File: src/rtl/ckc_pkg.sv
// ckc_pkg: constants, key profile tables, fsm and command types for the
// chroma key correlator; no dependencies
package ckc_pkg;

    localparam int BIN_WIDTH = 16;
    localparam int NUM_BINS  = 12;
    localparam int IDX_W     = 4;
    localparam int SUM_W     = BIN_WIDTH + 4;
    localparam int SQ_W      = 2 * BIN_WIDTH + 4;
    localparam int VAR_W     = SQ_W + 4;
    localparam int HALF_W    = VAR_W / 2;
    localparam int Y_W       = 14;
    localparam int D_W       = 28;
    localparam int M_W       = D_W + VAR_W;
    localparam int N_W       = BIN_WIDTH + Y_W + 4;
    localparam int NABS_W    = N_W - 2;
    localparam int LO_W      = 16;
    localparam int SRCH_W    = 2 * BIN_WIDTH + 72;
    localparam int SCORE_W   = 16;
    localparam int RANK_W    = SCORE_W + 1;
    localparam int W_W       = 24;
    localparam int Q_W       = 40;
    localparam int X_W       = 22;
    localparam int CONF_W    = 16;
    localparam int RCP_W     = 19;

    localparam logic [IDX_W-1:0] LAST_IDX   = IDX_W'(NUM_BINS - 1);
    localparam logic [IDX_W-1:0] CNT_MAX    = IDX_W'(NUM_BINS + 1);
    localparam logic [IDX_W-1:0] DV_LAST    = 4'd3;
    localparam logic [IDX_W-1:0] SRCH_LAST  = IDX_W'(LO_W - 1);

    localparam logic [X_W-1:0]   CONF_SAT_X = 22'd327675;
    localparam logic [RCP_W-1:0] RECIP5     = 19'd419431;
    localparam logic [Q_W-1:0]   CONF_HALF  = 40'd163840;
    localparam logic signed [RANK_W-1:0] RANK_MIN = -17'sd65536;

    localparam logic [9:0] PROF_MAJ [NUM_BINS] = '{
        10'd635, 10'd223, 10'd348, 10'd233, 10'd438, 10'd409,
        10'd252, 10'd519, 10'd239, 10'd366, 10'd229, 10'd288
    };
    localparam logic [9:0] PROF_MIN [NUM_BINS] = '{
        10'd633, 10'd268, 10'd352, 10'd538, 10'd260, 10'd353,
        10'd254, 10'd475, 10'd398, 10'd269, 10'd334, 10'd317
    };
    localparam logic [12:0] PSUM_MAJ = 13'd4179;
    localparam logic [12:0] PSUM_MIN = 13'd4451;

    function automatic logic signed [Y_W-1:0] prof_y(input logic mode,
                                                     input logic [IDX_W-1:0] idx);
        logic [9:0]     p;
        logic [12:0]    s;
        logic [Y_W-1:0] t;
        p = mode ? PROF_MIN[idx] : PROF_MAJ[idx];
        s = mode ? PSUM_MIN : PSUM_MAJ;
        t = Y_W'(p) * Y_W'(12) - Y_W'(s);
        return $signed(t);
    endfunction

    function automatic logic [D_W-1:0] prof_d(input logic mode);
        logic [D_W-1:0]        acc;
        logic signed [D_W-1:0] y;
        acc = '0;
        for (int i = 0; i < NUM_BINS; i++) begin
            y   = D_W'(prof_y(mode, IDX_W'(i)));
            acc = acc + D_W'(y * y);
        end
        return acc;
    endfunction

    localparam logic [D_W-1:0] D_MAJ = prof_d(1'b0);
    localparam logic [D_W-1:0] D_MIN = prof_d(1'b1);

    typedef enum logic [3:0] {
        ST_IDLE, ST_SQR, ST_VAR, ST_DV, ST_MAC, ST_NSQ,
        ST_XINIT, ST_SRCH, ST_RANK, ST_CONF, ST_EMIT
    } t_state;

    typedef enum logic [3:0] {
        OP_NONE, OP_LOAD, OP_EMPTY, OP_SQR, OP_VAR, OP_DV, OP_MAC,
        OP_NSQ, OP_XINIT, OP_SRCH, OP_RANK, OP_CONF, OP_EMIT
    } t_op;

    typedef struct packed {
        t_op              op;
        logic [IDX_W-1:0] addr;
        logic [IDX_W-1:0] yidx;
        logic             wr;
        logic             first;
        logic             mode;
        logic [IDX_W-1:0] root;
    } t_cmd;

endpackage

File: src/rtl/ckc_ctrl.sv
// ckc_ctrl: sequencer for bin loading, the 24 key correlations and the result
// depends on ckc_pkg
module ckc_ctrl import ckc_pkg::*; (
    input  logic i_clk,
    input  logic i_rst_n,
    input  logic i_start,
    input  logic i_last_bin,
    output logic o_busy,
    output t_cmd o_cmd
);

    t_state           r_state, n_state;
    logic [IDX_W-1:0] r_cnt, r_idx, r_root, r_step;
    logic             r_mode;
    logic             accept;
    logic [IDX_W:0]   rot_sum;
    logic [IDX_W-1:0] rot;

    assign accept  = i_start && (r_state == ST_IDLE);
    assign o_busy  = (r_state != ST_IDLE);
    assign rot_sum = {1'b0, r_idx} + {1'b0, r_root};
    assign rot     = (rot_sum >= (IDX_W+1)'(NUM_BINS))
                   ? IDX_W'(rot_sum - (IDX_W+1)'(NUM_BINS)) : IDX_W'(rot_sum);

    always_comb begin
        n_state = r_state;
        unique case (r_state)
            ST_IDLE:  if (accept && i_last_bin && r_cnt == LAST_IDX) n_state = ST_SQR;
            ST_SQR:   n_state = ST_VAR;
            ST_VAR:   n_state = ST_DV;
            ST_DV:    if (r_step == DV_LAST) n_state = ST_MAC;
            ST_MAC:   if (r_idx == LAST_IDX) n_state = ST_NSQ;
            ST_NSQ:   n_state = ST_XINIT;
            ST_XINIT: n_state = ST_SRCH;
            ST_SRCH:  if (r_step == SRCH_LAST) n_state = ST_RANK;
            ST_RANK: begin
                if (r_mode && r_root == LAST_IDX) n_state = ST_CONF;
                else n_state = ST_MAC;
            end
            ST_CONF:  n_state = ST_EMIT;
            ST_EMIT:  n_state = ST_IDLE;
            default:  n_state = ST_IDLE;
        endcase
    end

    always_comb begin
        o_cmd.op    = OP_NONE;
        o_cmd.addr  = '0;
        o_cmd.yidx  = r_idx;
        o_cmd.wr    = 1'b0;
        o_cmd.first = 1'b0;
        o_cmd.mode  = r_mode;
        o_cmd.root  = r_root;
        unique case (r_state)
            ST_IDLE: begin
                if (accept) begin
                    o_cmd.op    = (i_last_bin && r_cnt != LAST_IDX) ? OP_EMPTY : OP_LOAD;
                    o_cmd.addr  = r_cnt;
                    o_cmd.wr    = (r_cnt < IDX_W'(NUM_BINS));
                    o_cmd.first = (r_cnt == '0);
                end
            end
            ST_SQR:   o_cmd.op = OP_SQR;
            ST_VAR:   o_cmd.op = OP_VAR;
            ST_DV: begin
                o_cmd.op   = OP_DV;
                o_cmd.addr = r_step;
            end
            ST_MAC: begin
                o_cmd.op    = OP_MAC;
                o_cmd.addr  = rot;
                o_cmd.first = (r_idx == '0);
            end
            ST_NSQ:   o_cmd.op = OP_NSQ;
            ST_XINIT: o_cmd.op = OP_XINIT;
            ST_SRCH:  o_cmd.op = OP_SRCH;
            ST_RANK: begin
                o_cmd.op    = OP_RANK;
                o_cmd.first = !r_mode && (r_root == '0);
            end
            ST_CONF:  o_cmd.op = OP_CONF;
            ST_EMIT:  o_cmd.op = OP_EMIT;
            default:  o_cmd.op = OP_NONE;
        endcase
    end

    always_ff @(posedge i_clk) begin
        if (!i_rst_n) begin
            r_state <= ST_IDLE;
            r_cnt   <= '0;
            r_idx   <= '0;
            r_root  <= '0;
            r_mode  <= 1'b0;
            r_step  <= '0;
        end else begin
            r_state <= n_state;
            if (accept) begin
                if (i_last_bin) r_cnt <= '0;
                else if (r_cnt < CNT_MAX) r_cnt <= r_cnt + 1'b1;
            end
            if ((r_state == ST_DV || r_state == ST_SRCH) && n_state == r_state) begin
                r_step <= r_step + 1'b1;
            end else begin
                r_step <= '0;
            end
            if (r_state == ST_MAC && n_state == ST_MAC) r_idx <= r_idx + 1'b1;
            else r_idx <= '0;
            if (r_state == ST_DV) begin
                r_root <= '0;
                r_mode <= 1'b0;
            end else if (r_state == ST_RANK) begin
                if (r_root == LAST_IDX) begin
                    r_root <= '0;
                    r_mode <= 1'b1;
                end else begin
                    r_root <= r_root + 1'b1;
                end
            end
        end
    end

endmodule

File: config.mk
export PLATFORM = sky130hd
export DESIGN_NAME = ckc_ctrl
export DESIGN_NICKNAME = d
export VERILOG_FILES = /design/src/rtl/ckc_pkg.sv /design/src/rtl/ckc_ctrl.sv
export SDC_FILE = /design/constraint.sdc
export NUM_CORES = 1
export LEC_CHECK = 0
export ABC_AREA = 1
export BUFFER_PORTS_ARGS = -buffer_cell sky130_fd_sc_hd__buf_2
export CAP_MARGIN = 10
export CORE_MARGIN = 2
export CORE_UTILIZATION = 41
export CTS_CLUSTER_DIAMETER = 80
export DETAILED_ROUTE_END_ITERATION = 10
export PLACE_DENSITY_LB_ADDON = 0.15
export SLEW_MARGIN = 40
export SYNTH_ARGS = -nofsm -noshare
export SYNTH_HDL_FRONTEND = slang
export SYNTH_SLANG_ARGS = --single-unit
File: constraint.sdc
create_clock -name i_clk -period 2.05 [get_ports i_clk]
set_input_delay 0.205 -clock i_clk [delete_from_list [all_inputs] [get_ports i_clk]]
set_output_delay 0.205 -clock i_clk [all_outputs]
set_load 0.005 [all_outputs]
==> run_results.csv <==
group,metric,value,unit
setup_path,crit_chain,"ha_4 > fa_2 > xnor2_2 > inv_1 > ha_2 > nand2_1 > nor2_1 > nor2_1 > nand2_1 > nand2_1 > inv_1 > nand2_1 > nand2_1 > buf_2",
global_routing,grt_max_degree,13,
setup_path,endpoint_kind,"primary output",
routing,vias,1495,
setup_path,cp.arrival,2.13,ns
routing,avgRoutedWirePerCell,11.5,µm
placed_design,dp_hpwl,2840,µm
placed_design,placed_area,1750,µm²
layout,layout.nets,282,
timing,hold_viol_final,0,
routing,postRouteAntennaNets,0,
pwr,ir_worst_vdd,0.000248,V
timing,setup_ws,-0.286,ns
timing,fmax,0.428,GHz
layout,drive_gt1_frac,0.231,
status,violations,"setup timing",
layout,fill_cells,373,
timing,clock_skew,0.00689,ns
setup_path,crit_top_cell,"nand2_1",
global_routing,antenna_found_initial,0,
global_routing,grt_overflow,0,
global_routing,grt_pass1_vias,1322,
global_routing,grt_busiest_layer,"met2",
logic_synthesis,synth_fp_nets,245,
clock_tree,cts.sinks,21,
die,io_pins,24,
timing,rsz0062_at_grt,"true",
clock_tree,cts_max_path_buffers,2,
routing,vias_per_cell,4.79,
logic_synthesis,synth.avg_cell_area,6.62,µm²
global_routing,grt_pass1_wl,5910,µm
routing,drtIter0Drc,104,
setup_path,worstSetupStartpointType,"flop",
routing,drc,0,
layout,diodes,0,
placed_design,gp_congestion,0.817,
timing,fin_tns_setup,-0.555,ns
die,core-area,3610,µm²
clock_tree,clkTransAtPathRegs,0.08,ns
logic_synthesis,synth_edf_count,0,
logic_synthesis,ys_ff_latch,21,
routing,wl,3580,µm
logic_synthesis,yosysWarnings,0,
clock_tree,clock_latency,0.27,ns
logic_synthesis,synth_cells,228,
setup_path,cpPeakStageDelay,0.36,ns
global_routing,gr-usage-met3,0.0278,
clock_tree,cts_root_buf,"clkbuf_8",
timing,setup_violations,2,
logic_synthesis,ys_async_sr_fraction,0,
timing,drv_slew,0,
global_routing,grt.total_usage,0.182,
timing,fin_crit,2.34,ns
layout,synthToLayoutAreaGrowth,21.4,%
logic_synthesis,syn-cell-area,1510,µm²
hold_path,worst_hold_path_type,"in -> reg",
pwr,leakage,0.923,nW
clock_tree,cts-buffers-inserted,3,
setup_path,path_class,"reg -> out",
flow_run,maxCapViolCount,0,
layout,seqCellArea,423,µm²
timing,tightest_slew,0.355,ns
die,die_h,64.7,µm
clock_tree,cts-htree-levels,1,
routing,dr.pass1.iters,4,
logic_synthesis,yosysUniqueCellTypes,28,
die,initial_core_util,0.419,
logic_synthesis,ys_seq_area_frac,0.278,
layout,most-common-layout-cells,"46 x nand2_1, 38 x nor2_1, 33 x inv_1",
die,num_rows,22,
clock_tree,cts_tree,"yes",
timing,maxSlewHeadroom,0.763,
setup_path,slowest_stage,"fa_2",
logic_synthesis,ys.flop_type,"dfxtp_1",
pwr,power_density,409,nW/µm²
die,dieArea,4180,µm²
status,status,"complete, but fails checks",
die,dieWidth,64.7,µm
layout,finish.instance_area,1830,µm²
setup_path,critPathMaxFanout,2,
setup_path,critPathRequiredTime,1.85,ns
layout,multi_input_comb_area,971,µm²
layout,final_common_cell,"nand2_1",
timing,finalCritPeriodShare,1.14,
placed_design,io_buffer_count,23,
global_routing,grt.met2_usage,0.276,
placed_design,pre_cts_slack,-0.0914,ns
global_routing,use_met1,0.258,
## sequential cells by signal (all words and copies together), names as in the netlist
signal,cells
r_step,4
r_mode,1
r_state,4
r_root,4
r_cnt,4
r_idx,4
## worst max-delay path: cells and delay by family (launching register included)
kind                     cells  cell delay, ns
buffers and inverters        3            0.24
AND/OR/NAND/NOR              7            0.43
adder cells (fa/ha/maj)      3            0.68
XOR/XNOR                     1            0.16
flip-flops                   1            0.34
## where the power goes
group,leakage [nW],switching (mW),total (mW),internal (mW)
Combinational,0.727,0.0317,0.0515,0.0198
Sequential,0.171,0.00343,0.414,0.411
Clock,0.0255,0.148,0.284,0.136
Total,0.923,0.184,0.750,0.566
## stage by stage
step | utilization | total power [mW] | instances | hold WS, ns
6_report | 0.508 | 0.750 | 312 | 0.181
3_5_place_dp | 0.485 | 0.475 | 307 | 0.458
2_1_floorplan | - | 0.454 | 228 | 0.303
5_1_grt | 0.508 | 0.786 | 312 | 0.212
4_1_cts | 0.507 | 0.754 | 312 | 0.188
3_3_place_gp | 0.485 | 0.475 | 307 | 0.454
## final timing paths
path	cells past startpoint	slack [ns]	start	endpoint
setup / recovery	14	-0.29	r_idx[0]	o_cmd[13]
hold / removal	3	0.18	i_rst_n	r_state[1]
setup reg to reg	9	0.51	r_root[1]	r_step[3]
hold reg to reg	1	0.47	r_step[0]	r_step[0]
## layer usage
| metal | routed length, µm | up-vias |
|---|---|---|
| met5 | 0 | - |
| met4 | 67 | 0 |
| met3 | 97 | 6 |
| met2 | 1510 | 23 |
| met1 | 1910 | 662 |
| li1 | - | 804 |
## cell families (layout without fill, tap and decap cells)
logic type / Yosys count / count (layout) / share of synthesized area
XOR/XNOR: 5 / 5 / 0.0290
flip-flops: 21 / 21 / 0.278
adder cells (fa/ha/maj): 13 / 13 / 0.113
buffers and inverters: 38 / 74 / 0.0994
AND/OR/NAND/NOR: 120 / 120 / 0.363
AO/OA/AOI/OAI: 31 / 31 / 0.118
## cells in the mapped netlist, types with 2 or more instances
library cell	instances	share of area
a21oi_1	14	0.046
a22oi_1	2	0.0099
buf_4	2	0.0099
dfxtp_1	21	0.28
ha_1	12	0.099
inv_1	33	0.082
inv_2	3	0.0075
nand2_1	46	0.11
nand2_2	3	0.012
nand3_1	21	0.070
nand3_2	2	0.013
nor2_1	38	0.094
nor2_4	4	0.030
o21ai_0	9	0.030
o221ai_1	2	0.012
xnor2_1	3	0.017
xor2_1	2	0.012
## what timing repair did
item                                    in CTS  in global routing
setup buffers                                1                  0
pin swaps                                    9                  3
hold endpoints to repair                     0                  0
hold buffers                                 0                  0
endpoints found under the setup margin       2                  2
resized for setup                            6                  2
## final cells by class
class | count | share of cell area
multi-input combinational | 169 | 0.530
sequential | 21 | 0.231
timing repair buffer | 34 | 0.108
inverter | 36 | 0.0737
tap | 48 | 0.0328
clock buffer | 3 | 0.0225
clock inverter | 1 | 0.00273
Power figures use the tool's default switching activity.
